`src/tar_stream_deframer_unit_macros.svh`:
```
// ============================================================================
// Assertion macros for the tar stream deframer
// Shared concurrent assertion forms used by the RTL of the block.
// ============================================================================
`ifndef TAR_STREAM_DEFRAMER_UNIT_MACROS_SVH
`define TAR_STREAM_DEFRAMER_UNIT_MACROS_SVH

// Same-cycle implication, checked at every rising edge outside reset.
`define TSD_ASSERT_NOW(label, clk, rst_n, ante, cons, msg) \
    label: assert property (@(posedge clk) disable iff (!rst_n) (ante) |-> (cons)) \
        else $error(msg);

// Next-cycle implication, checked at every rising edge outside reset.
`define TSD_ASSERT_NEXT(label, clk, rst_n, ante, cons, msg) \
    label: assert property (@(posedge clk) disable iff (!rst_n) (ante) |=> (cons)) \
        else $error(msg);

`endif

```
`src/tsd_pkg.sv`:
```
// ============================================================================
// Tar stream deframer package
// Types, codes and block layout constants shared by the deframer modules.
// ============================================================================
`default_nettype none

package tsd_pkg;

    localparam int OFF_W  = 9;
    localparam int SIZE_W = 33;
    localparam int BYTE_W = 8;

    localparam logic [OFF_W-1:0] SIZE_FIRST  = 9'd124;
    localparam logic [OFF_W-1:0] SIZE_LAST   = 9'd134;
    localparam logic [OFF_W-1:0] TYPE_OFFSET = 9'd156;
    localparam logic [OFF_W-1:0] BLOCK_LAST  = 9'd511;

    localparam logic [BYTE_W-1:0] TYPE_NUL     = 8'h00;
    localparam logic [BYTE_W-1:0] TYPE_REGULAR = 8'h30;
    localparam logic [BYTE_W-1:0] TYPE_HLINK   = 8'h31;
    localparam logic [BYTE_W-1:0] TYPE_SLINK   = 8'h32;
    localparam logic [BYTE_W-1:0] TYPE_DIR     = 8'h35;

    // High five bits of an ASCII octal digit '0'..'7'.
    localparam logic [4:0] OCTAL_HIGH = 5'b00110;

    typedef enum logic [2:0] {
        KIND_HEADER = 3'd0,
        KIND_DATA   = 3'd1,
        KIND_PAD    = 3'd2,
        KIND_ZERO   = 3'd3,
        KIND_END    = 3'd4,
        KIND_HALT   = 3'd5
    } t_kind;

    typedef enum logic [1:0] {
        ETYPE_REGULAR = 2'd0,
        ETYPE_HLINK   = 2'd1,
        ETYPE_SLINK   = 2'd2,
        ETYPE_DIR     = 2'd3
    } t_etype;

    typedef enum logic [1:0] {
        ERR_NONE       = 2'd0,
        ERR_BAD_TYPE   = 2'd1,
        ERR_AFTER_ZERO = 2'd2
    } t_err;

    typedef struct packed {
        t_kind              kind;
        logic [BYTE_W-1:0]  data;
        logic               last;
        logic               entry_done;
        t_etype             entry_type;
        logic [SIZE_W-1:0]  entry_size;
        logic               archive_end;
        t_err               error_code;
    } t_result;

endpackage

`default_nettype wire

```
`src/tsd_parser.sv`:
```
// ============================================================================
// Tar stream deframer parser
// Block state machine that labels one archive byte per accepted transaction.
// ============================================================================
`default_nettype none

module tsd_parser (
    input  wire logic                        i_clk,
    input  wire logic                        i_rst_n,
    input  wire logic                        i_step,
    input  wire logic [tsd_pkg::BYTE_W-1:0]  i_byte,
    output tsd_pkg::t_result                 o_result
);
    import tsd_pkg::*;

    `include "tar_stream_deframer_unit_macros.svh"

    typedef enum logic [2:0] {
        PH_HEADER    = 3'd0,
        PH_DATA      = 3'd1,
        PH_PAD       = 3'd2,
        PH_END       = 3'd3,
        PH_HALT_TYPE = 3'd4,
        PH_HALT_ZERO = 3'd5
    } t_phase;

    t_phase              r_phase, n_phase;
    logic [OFF_W-1:0]    r_off, n_off;
    logic                r_all_zero, n_all_zero;
    logic [SIZE_W-1:0]   r_size, n_size;
    logic [BYTE_W-1:0]   r_type, n_type;
    logic                r_zero_seen, n_zero_seen;
    logic [SIZE_W-1:0]   r_left, n_left;

    logic                az;
    logic [2:0]          digit;
    t_result             res;

    always_comb begin
        n_phase     = r_phase;
        n_off       = r_off;
        n_all_zero  = r_all_zero;
        n_size      = r_size;
        n_type      = r_type;
        n_zero_seen = r_zero_seen;
        n_left      = r_left;

        res             = '0;
        res.kind        = KIND_HEADER;
        res.entry_type  = ETYPE_REGULAR;
        res.error_code  = ERR_NONE;
        res.data        = i_byte;

        az    = r_all_zero && (i_byte == '0);
        digit = (i_byte[7:3] == OCTAL_HIGH) ? i_byte[2:0] : 3'd0;

        case (r_phase)
            PH_HEADER: begin
                n_all_zero = az;
                if (r_off >= SIZE_FIRST && r_off <= SIZE_LAST) begin
                    n_size = {r_size[SIZE_W-4:0], digit};
                end
                if (r_off == TYPE_OFFSET) begin
                    n_type = i_byte;
                end
                res.kind = az ? KIND_ZERO : KIND_HEADER;
                if (r_off == BLOCK_LAST) begin
                    if (az) begin
                        if (r_zero_seen) begin
                            res.archive_end = 1'b1;
                            n_phase = PH_END;
                        end else begin
                            n_zero_seen = 1'b1;
                        end
                    end else if (r_zero_seen) begin
                        res.kind       = KIND_HALT;
                        res.error_code = ERR_AFTER_ZERO;
                        n_phase        = PH_HALT_ZERO;
                    end else if (r_type == TYPE_REGULAR || r_type == TYPE_NUL) begin
                        res.entry_done = 1'b1;
                        res.entry_type = ETYPE_REGULAR;
                        res.entry_size = r_size;
                        if (r_size != '0) begin
                            n_left  = r_size;
                            n_phase = PH_DATA;
                        end
                    end else if (r_type == TYPE_HLINK) begin
                        res.entry_done = 1'b1;
                        res.entry_type = ETYPE_HLINK;
                        res.entry_size = r_size;
                    end else if (r_type == TYPE_SLINK) begin
                        res.entry_done = 1'b1;
                        res.entry_type = ETYPE_SLINK;
                        res.entry_size = r_size;
                    end else if (r_type == TYPE_DIR) begin
                        res.entry_done = 1'b1;
                        res.entry_type = ETYPE_DIR;
                        res.entry_size = r_size;
                    end else begin
                        res.kind       = KIND_HALT;
                        res.error_code = ERR_BAD_TYPE;
                        n_phase        = PH_HALT_TYPE;
                    end
                    n_off      = '0;
                    n_all_zero = 1'b1;
                    n_size     = '0;
                    n_type     = '0;
                end else begin
                    n_off = r_off + 1'b1;
                end
            end
            PH_DATA: begin
                res.kind = KIND_DATA;
                n_off    = r_off + 1'b1;
                n_left   = r_left - 1'b1;
                if (n_left == '0) begin
                    res.last = 1'b1;
                    // Data that ends on a block boundary needs no padding.
                    if (n_off == '0) begin
                        n_all_zero = 1'b1;
                        n_size     = '0;
                        n_type     = '0;
                        n_phase    = PH_HEADER;
                    end else begin
                        n_phase = PH_PAD;
                    end
                end
            end
            PH_PAD: begin
                res.kind = KIND_PAD;
                n_off    = r_off + 1'b1;
                if (n_off == '0) begin
                    n_all_zero = 1'b1;
                    n_size     = '0;
                    n_type     = '0;
                    n_phase    = PH_HEADER;
                end
            end
            PH_END: begin
                res.kind = KIND_END;
            end
            PH_HALT_TYPE: begin
                res.kind       = KIND_HALT;
                res.error_code = ERR_BAD_TYPE;
            end
            PH_HALT_ZERO: begin
                res.kind       = KIND_HALT;
                res.error_code = ERR_AFTER_ZERO;
            end
            default: begin
                res.kind       = KIND_HALT;
                res.error_code = ERR_AFTER_ZERO;
                n_phase        = PH_HALT_ZERO;
            end
        endcase
    end

    assign o_result = res;

    always_ff @(posedge i_clk) begin
        if (!i_rst_n) begin
            r_phase     <= PH_HEADER;
            r_off       <= '0;
            r_all_zero  <= 1'b1;
            r_size      <= '0;
            r_type      <= '0;
            r_zero_seen <= 1'b0;
            r_left      <= '0;
        end else if (i_step) begin
            r_phase     <= n_phase;
            r_off       <= n_off;
            r_all_zero  <= n_all_zero;
            r_size      <= n_size;
            r_type      <= n_type;
            r_zero_seen <= n_zero_seen;
            r_left      <= n_left;
        end
    end

    `TSD_ASSERT_NOW(a_left_nonzero, i_clk, i_rst_n, r_phase == PH_DATA, r_left != '0, "data phase with nothing left")
    `TSD_ASSERT_NOW(a_done_header, i_clk, i_rst_n, o_result.entry_done, o_result.kind == KIND_HEADER && r_off == BLOCK_LAST, "entry done off the last header byte")
    `TSD_ASSERT_NOW(a_err_halt, i_clk, i_rst_n, o_result.error_code != ERR_NONE, o_result.kind == KIND_HALT, "error without halt label")
    `TSD_ASSERT_NEXT(a_end_phase, i_clk, i_rst_n, i_step && o_result.archive_end, r_phase == PH_END, "archive end did not stop parsing")

endmodule

`default_nettype wire

```
`src/tar_stream_deframer_unit.sv`:
```
// ============================================================================
// Tar stream deframer unit
// Labels a byte stream of a ustar-style archive block by block.
// ============================================================================
// Usage: archive bytes enter on the s_axis channel, one byte per transaction,
// in stream order starting with the first header block. Every input
// transaction produces exactly one output transaction on m_axis: the byte
// itself, its kind on tuser (header, file data, padding, zero block, after
// end, halted), tlast on the final data byte of a regular entry, and in
// tdata the entry report that is valid on the last byte of a good header.
// The output is registered. Throughput is one byte per cycle unless the
// receiver stalls, set by the single parser step per byte and the one output
// register; the input is taken while a result is still waiting, as long as
// that result is being taken in the same cycle.
// When the receiver stalls, the output register holds its transaction and
// s_axis_tready drops until it is taken; no byte is lost or repeated.
// Reset (synchronous, active low) empties the output register and returns
// the parser to the start of a header block with no zero block seen.
// After an error the block keeps labeling bytes as halted with the error
// code; after the second zero block it labels every byte as after end.
`default_nettype none

module tar_stream_deframer_unit (
    input  wire logic         i_clk,
    input  wire logic         i_rst_n,
    // Input stream: tdata [7:0] byte_in.
    input  wire logic         s_axis_tvalid,
    output logic              s_axis_tready,
    input  wire logic [7:0]   s_axis_tdata,
    // Output stream.
    output logic              m_axis_tvalid,
    input  wire logic         m_axis_tready,
    // tdata: [7:0] data_out, [8] entry_done, [10:9] entry_type,
    // [43:11] entry_size, [44] archive_end, [46:45] error_code, [47] zero.
    output logic [47:0]       m_axis_tdata,
    // tuser: [2:0] byte_kind.
    output logic [2:0]        m_axis_tuser,
    // tlast: data_last.
    output logic              m_axis_tlast
);
    import tsd_pkg::*;

    logic     accept;
    t_result  step_result;
    t_result  r_out;
    logic     r_out_valid;

    // The output register may be refilled in the cycle it drains.
    assign s_axis_tready = !r_out_valid || m_axis_tready;
    assign accept        = s_axis_tvalid && s_axis_tready;

    tsd_parser u_parser (
        .i_clk    (i_clk),
        .i_rst_n  (i_rst_n),
        .i_step   (accept),
        .i_byte   (s_axis_tdata),
        .o_result (step_result)
    );

    always_ff @(posedge i_clk) begin
        if (!i_rst_n) begin
            r_out_valid <= 1'b0;
        end else if (accept) begin
            r_out_valid <= 1'b1;
        end else if (m_axis_tready) begin
            r_out_valid <= 1'b0;
        end
    end

    // Payload needs no reset; it is only seen with the valid flag set.
    always_ff @(posedge i_clk) begin
        if (accept) begin
            r_out <= step_result;
        end
    end

    assign m_axis_tvalid = r_out_valid;
    assign m_axis_tuser  = r_out.kind;
    assign m_axis_tlast  = r_out.last;
    assign m_axis_tdata  = {1'b0, r_out.error_code, r_out.archive_end, r_out.entry_size,
                            r_out.entry_type, r_out.entry_done, r_out.data};

endmodule

`default_nettype wire
```
`config.mk`:
```
export PLATFORM = sky130hd
export DESIGN_NAME = tar_stream_deframer_unit
export DESIGN_NICKNAME = d
export VERILOG_FILES = /design/src/tsd_pkg.sv /design/src/tsd_parser.sv /design/src/tar_stream_deframer_unit.sv
export VERILOG_INCLUDE_DIRS = /design/src /design/src/src
export SDC_FILE = /design/constraint.sdc
export NUM_CORES = 1
export LEC_CHECK = 0
export ABC_AREA = 1
export BUFFER_PORTS_ARGS = -buffer_cell sky130_fd_sc_hd__buf_2
export CAP_MARGIN = 40
export CORE_ASPECT_RATIO = 1.4
export CORE_MARGIN = 2
export CORE_UTILIZATION = 45
export CTS_CLUSTER_SIZE = 30
export DETAILED_ROUTE_END_ITERATION = 6
export PLACE_DENSITY_LB_ADDON = 0.1
export SYNTH_ARGS = -nofsm -noshare
export SYNTH_HDL_FRONTEND = slang
export SYNTH_SLANG_ARGS = --single-unit
```
`constraint.sdc`:
```
create_clock -name i_clk -period 3.25 [get_ports i_clk]
set_clock_uncertainty 0.15 [all_clocks]
set_input_delay 0.65 -clock i_clk [delete_from_list [all_inputs] [get_ports i_clk]]
set_output_delay 0.65 -clock i_clk [all_outputs]
set_load 0.02 [all_outputs]
```
# --- After elaboration in Yosys (flattened, before gate mapping) ---
# Cells that the tools add are included.
totals:
  ff_bits: 140
  output_inout_bits: 54
  elab_cells: 141
op_classes:
  addsub: 2
  order_cmp: 2
  eq_ne: 26
  n_mux: 61
  bitwise_logic: 3
  reduce_logical: 30
ops:
  columns: ["op", "count"]
  rows:
  - ["$mux W33", 9]
  - ["$mux W36", 4]
  - ["$pmux W33 S3", 1]
  - ["$pmux W33 S2", 1]
  - ["$mux W3", 19]
  - ["$logic_not A33 Y1", 1]
  - ["$reduce_bool A33 Y1", 1]
  - ["$sub A33 B1 Y33 const B", 1]
  - ["$eq A8 B6 Y1 const B", 4]
  - ["$mux W8", 4]
  - ["$pmux W3 S4", 2]
  - ["$pmux W8 S3", 1]
  - ["$pmux W9 S2", 1]
  - ["$logic_not A8 Y1", 2]
  - ["$mux W2", 8]
  - ["$ne A4 B2 Y1 const B", 3]
  - ["$reduce_and A4 Y1", 3]
  - ["$ne A2 B1 Y1 const B", 5]
  - ["$reduce_and A10 Y1", 1]
  - ["$add A9 B1 Y9 const B", 1]
  - ["$eq A9 B8 Y1 const B", 1]
  - ["$eq A9 B9 Y1 const B", 1]
  - ["$ge A9 B7 Y1 const B", 1]
  - ["$le A9 B8 Y1 const B", 1]
  - ["28 further kinds", 48]

# --- Longest topological paths before layout ---
depth:
  depth_word: 11
  ltp_mapped: 19
  mapped_depth_nobuf: 18

# --- Hierarchy ---
# From an unflattened synthesis, not the netlist that was laid out.
unflattened:
  hier_cells: 1142
  hier_area_um2: 7757.4
by_module_without_submodules:
  columns: ["module", "n_inst", "cells_each", "area_per_inst_um2"]
  rows:
  - ["tsd_parser", 1, 1082, 6163.4]
  - ["tar_stream_deframer_unit", 1, 60, 1594.0]

# --- Worst setup path after synthesis ---
# No wires, ideal clock.
synth_path:
  path_type: "input-to-reg"
  start: "in m_axis_tready"
  end: "reg u_parser.r_left[16]"
  setup_time_ns: 0.064
  arrival_ns: 3.022
  setup_slack_ns: 0.014
  path_stages: 11
  path_cell_list: "inv_1 > nand2_1 > nand2_1 > inv_1 > nand3_1 > a21oi_1 > nand2_2 > inv_1 > clkbuf_1 > o21ai_0 > nor2_1"
synth_via:
  elab_chain_len: 3
synth_lines:
  columns: ["element", "line", "source"]
  rows:
  - ["start: declaration", "tar_stream_deframer_unit.sv:32", "input wire logic m_axis_tready,"]
  - ["$logic_or A1 B1 Y1", "tar_stream_deframer_unit.sv:49", "assign s_axis_tready = !r_out_valid || m_axis_tready;"]
  - ["via s_axis_tready", "tar_stream_deframer_unit.sv:28", "output logic s_axis_tready,"]
  - ["$logic_and A1 B1 Y1", "tar_stream_deframer_unit.sv:50", "assign accept = s_axis_tvalid && s_axis_tready;"]
  - ["via accept", "tar_stream_deframer_unit.sv:43", "logic accept;"]
  - ["$reduce_and A7 Y1 (no source line)", null, null]
  - ["end signal: assignment", "tsd_parser.sv:176", "r_left <= n_left;"]
  - ["end: declaration", "tsd_parser.sv:33", "logic [SIZE_W-1:0] r_left, n_left;"]
# The timed path passes the listed nets, and every way through them passes these cells.
# A chain may end at the register's enable or synchronous reset.

# --- Final worst setup path ---
layout_path:
  start: "reg u_parser.r_off[1]"
  end: "reg u_parser.r_size[2]"
layout_via:
  elab_chain_len: 5
layout_lines:
  columns: ["element", "line", "source"]
  rows:
  - ["start: declaration", "tsd_parser.sv:28", "logic [OFF_W-1:0] r_off, n_off;"]
  - ["start signal: assignment", "tsd_parser.sv:171", "r_off <= n_off;"]
  - ["$add A9 B1 Y9", "tsd_parser.sv:114, tsd_parser.sv:131", null]
  - ["$logic_not A9 Y1", "tsd_parser.sv:119, tsd_parser.sv:132", null]
  - ["$mux W33 (2 in a row)", null, null]
  - ["$pmux W33 S3", "tsd_parser.sv:57", "case (r_phase)"]
  - ["end signal: assignment", "tsd_parser.sv:173", "r_size <= n_size;"]
  - ["end: declaration", "tsd_parser.sv:30", "logic [SIZE_W-1:0] r_size, n_size;"]
# Parallel ways exist; a longest one is shown, timed or not. The select of a mux whose other input is x is not followed.

==> summary.txt <==
Status
  – Status: finished clean

Detailed routing
  – Routed via count: 7210
  – Metal2 WL: 10.5 mm
  – Antenna viol nets, final: 0
  – Top layer in use: met4
  – Total Routed Length: 20.7 mm
  – Routed wire length per instance: 14.9 microns
  – Met3 wire len: 839 microns
  – Via density per instance: 5.18
  – DRT met1 WL: 8.69 mm
  – # DRC: 0
  – Initial DRC Count: 532
  – DRT Pass-1 Iters: 5

Timing
  – Min Clock Period, post-route: 2950 ps
  – Fmax: 339 MHz
  – Fin. max-slew vios: 0
  – Worst Slack Setup Final: 297 ps
  – Fin crit share: 0.909
  – RSZ-0062 raised after global routing: no
  – Least-Margin Pin Slew: 726 ps
  – Setup-failing EPs final: 0
  – Setup TNS: 0 ps
  – Final hold viol count: 0
  – Rel. slew slack: 0.516

CTS
  – Post-cts resize count: 0
  – Clock root cell: clkbuf_16
  – CTS buffer count: 17
  – Clock Sinks: 140
  – CTS tree: built
  – Post-CTS Hold Buffers: 0
  – CTS H-tree lvls: 4
  – Clock buffer depth: 2
  – Reg clk slew, reported paths: 60 ps
  – Worst-Skew Late Latency: 430 ps
  – Post-CTS Setup Inserts: 0

Cells and area
  – Design area: 8860 sq um
  – Non-Filler Instances: 1391
  – Combined area of the multi-input logic cells: 3540 sq um
  – Area Overhead vs Synth: 15.6%
  – Most common cell after layout, fill and taps aside: nand2_1
  – Number of diodes: 0
  – Final #Nets: 1194
  – FF/Latch Area: 3310 sq um
  – Util after Layout: 0.529
  – Commonest cells after routing, fill and taps aside: nand2_1, nor2_1, inv_1
  – Layout cells sized above 1: 0.120
  – # fillers: 1673

Critical path
  – Critical Path Start Type: register
  – Slowest cell on crit path: dfxtp_1
  – Max incr delay on CP: 420 ps
  – Setup slack, reg-to-reg: 300 ps
  – R2R depth: 17
  – Max FO, Critical Path: 23
  – Cells along the critical path: ha_1, nand2_1, nor4_2, ha_1, inv_1, nand2_1, nor2_1, nand3_1, nor2_1, nand2_1, inv_2, nor2_1, nor2_2, buf_4, nand4_1, nand2_1, nor2_1
  – Crit Path Class: reg2reg
  – Worst R2R End: u_parser.r_size[2]$_SDFFE_PN0P_
  – Worst R2R Start: u_parser.r_off[1]$_SDFFE_PN0P_
  – Setup crit end kind: register
  – Worst endpoint required time: 3420 ps
  – Worst Path Arrival: 3130 ps

Hold path
  – Hold Crit Depth: 1
  – Min-Delay Path Class: in2reg
  – Hold Path Origin: s_axis_tdata[7]
  – Hold endpoint: m_axis_tdata[7]$_DFFE_PP_

Pwr
  – Pwr dens: 473 nW/um^2
  – Leak Pwr: 0.00406 uW
  – Max IR drop VDD: 0.325 mV

Synthesis
  – Synth cell types: 38
  – Gate count of the mapped netlist: 1120
  – Top area cells in the synthesized netlist: dfxtp_1, edfxtp_1, nand2_1, nor2_1, inv_1
  – Mapped Area: 7660 sq um
  – Synth area leader: dfxtp_1
  – Syn_nets: 1139
  – Post-synthesis sequential area ratio: 0.432
  – EDFF count, synth: 51
  – Yosys Warn Count: 0
  – Prevailing post-synth register cell: dfxtp_1
  – Seq cells post-synth: 140
  – Yosys top cell area share: 0.233
  – Async SR Flop Fraction: 0
  – Mean area per synthesized cell: 6.84 sq um

Global route
  – Initial antenna violation count: 0
  – Total GRT Usage: 0.237
  – First-pass GRT wire length: 33.1 mm
  – Total global routing overflow: 0
  – Largest net degree at the start of global routing: 53
  – Vias in the first global route: 6755

Floorplanning
  – Starting Density: 0.457
  – Core Rows: 56
  – Core Area: 16700 sq um
  – Die area: 18100 sq um
  – Die height: 158 microns
  – IO Count: 66
  – Die Wd: 114 microns

Placement
  – Placed cell areas: 8200 sq um
  – Placer Congestion: 0.941
  – Port Buf Inserts: 64
  – HPWL after DPL: 14.7 mm
  – Inst Count DP: 1359
  – Worst slack, placed: 204 ps

Flow run
  – Max Cap Viol: 0
cell usage after synthesis (6+ instances only):
| cell type | instances |
|---|---|
| o21ai_0 | 63 |
| nor2_1 | 185 |
| nand2_2 | 7 |
| inv_1 | 154 |
| nand2_1 | 310 |
| nand3_1 | 38 |
| xor2_1 | 7 |
| edfxtp_1 | 51 |
| ha_1 | 7 |
| a21oi_1 | 46 |
| nand4_1 | 58 |
| clkbuf_1 | 26 |
| buf_1 | 10 |
| nor2_2 | 9 |
| nor3_1 | 11 |
| dfxtp_1 | 89 |
| a31oi_1 | 6 |
power by group:
part / internal, uW / switching (uW) / leakage [uW]
sequential: 1850 / 11.5 / 0.00124
clock: 1360 / 786 / 0.000312
combinational: 49.0 / 134 / 0.00251
total: 3260 / 931 / 0.00406
state kept, by name (all words and copies together), names as in the netlist:
name	flops
u_parser.r_left	33
m_axis_tdata	47
m_axis_tvalid	1
u_parser.r_size	33
u_parser.r_zero_seen	1
u_parser.r_phase	3
m_axis_tlast	1
u_parser.r_type	8
u_parser.r_off	9
m_axis_tuser	3
u_parser.r_all_zero	1
layer usage:
metal	vias to the layer above	GRT usage
met5	-	0
met4	0	0.103
li1	3689	-
met1	3307	0.276
met3	42	0.0487
met2	172	0.420
worst max path at each step:
stage / start / endpoint / slack [ps] / cells past startpoint
detailed placement: u_parser.r_off[1]$_SDFFE_PN0P_ / u_parser.r_size[2]$_SDFFE_PN0P_ / 200 / 17
global route: u_parser.r_off[1]$_SDFFE_PN0P_ / u_parser.r_size[14]$_SDFFE_PN0P_ / 20 / 18
global placement: u_parser.r_off[1]$_SDFFE_PN0P_ / u_parser.r_size[2]$_SDFFE_PN0P_ / 190 / 17
CTS: u_parser.r_off[1]$_SDFFE_PN0P_ / u_parser.r_size[0]$_SDFFE_PN0P_ / 180 / 17
floorplan: m_axis_tready / u_parser.r_left[16]$_SDFFE_PN0P_ / 10 / 11
finish: u_parser.r_off[1]$_SDFFE_PN0P_ / u_parser.r_size[2]$_SDFFE_PN0P_ / 300 / 17
logic make-up (layout without fill, tap and decap cells):
logic type                 after synthesis  in the layout  synth area share
DFF                                    140            140             0.432
buffers and inverters                  205            273             0.108
xor gates and xnor gates                10             10            0.0114
adders and majority gates                7              7            0.0114
and+or+nand+nor                        628            628             0.347
other                                    1              1          0.000489
AOI/OAI and AO/OA                      129            129            0.0890
through the flow:
stage / total power [uW] / hold WS (ps)
global route: 4330 / 267
detailed placement: 2080 / 313
global placement: 2080 / 316
CTS: 4230 / 266
finish: 4190 / 280
floorplan: 2020 / 292
final cells by class:
cell class	instances	area share
multi-input combinational	775	0.400
sequential	140	0.374
inverter	157	0.0665
timing repair buffer	84	0.0574
clock buffer	20	0.0528
tap	203	0.0287
clock inverter	12	0.0208
critical path, delay by kind of cell, from the launching register on:
kind,cells,cell delay [ps]
buffers and inverters,3,480
AND/OR/NAND/NOR,12,1300
flip-flops,1,420
adder cells (fa/ha/maj),2,510
No activity file was read; power rests on OpenSTA's default activity.
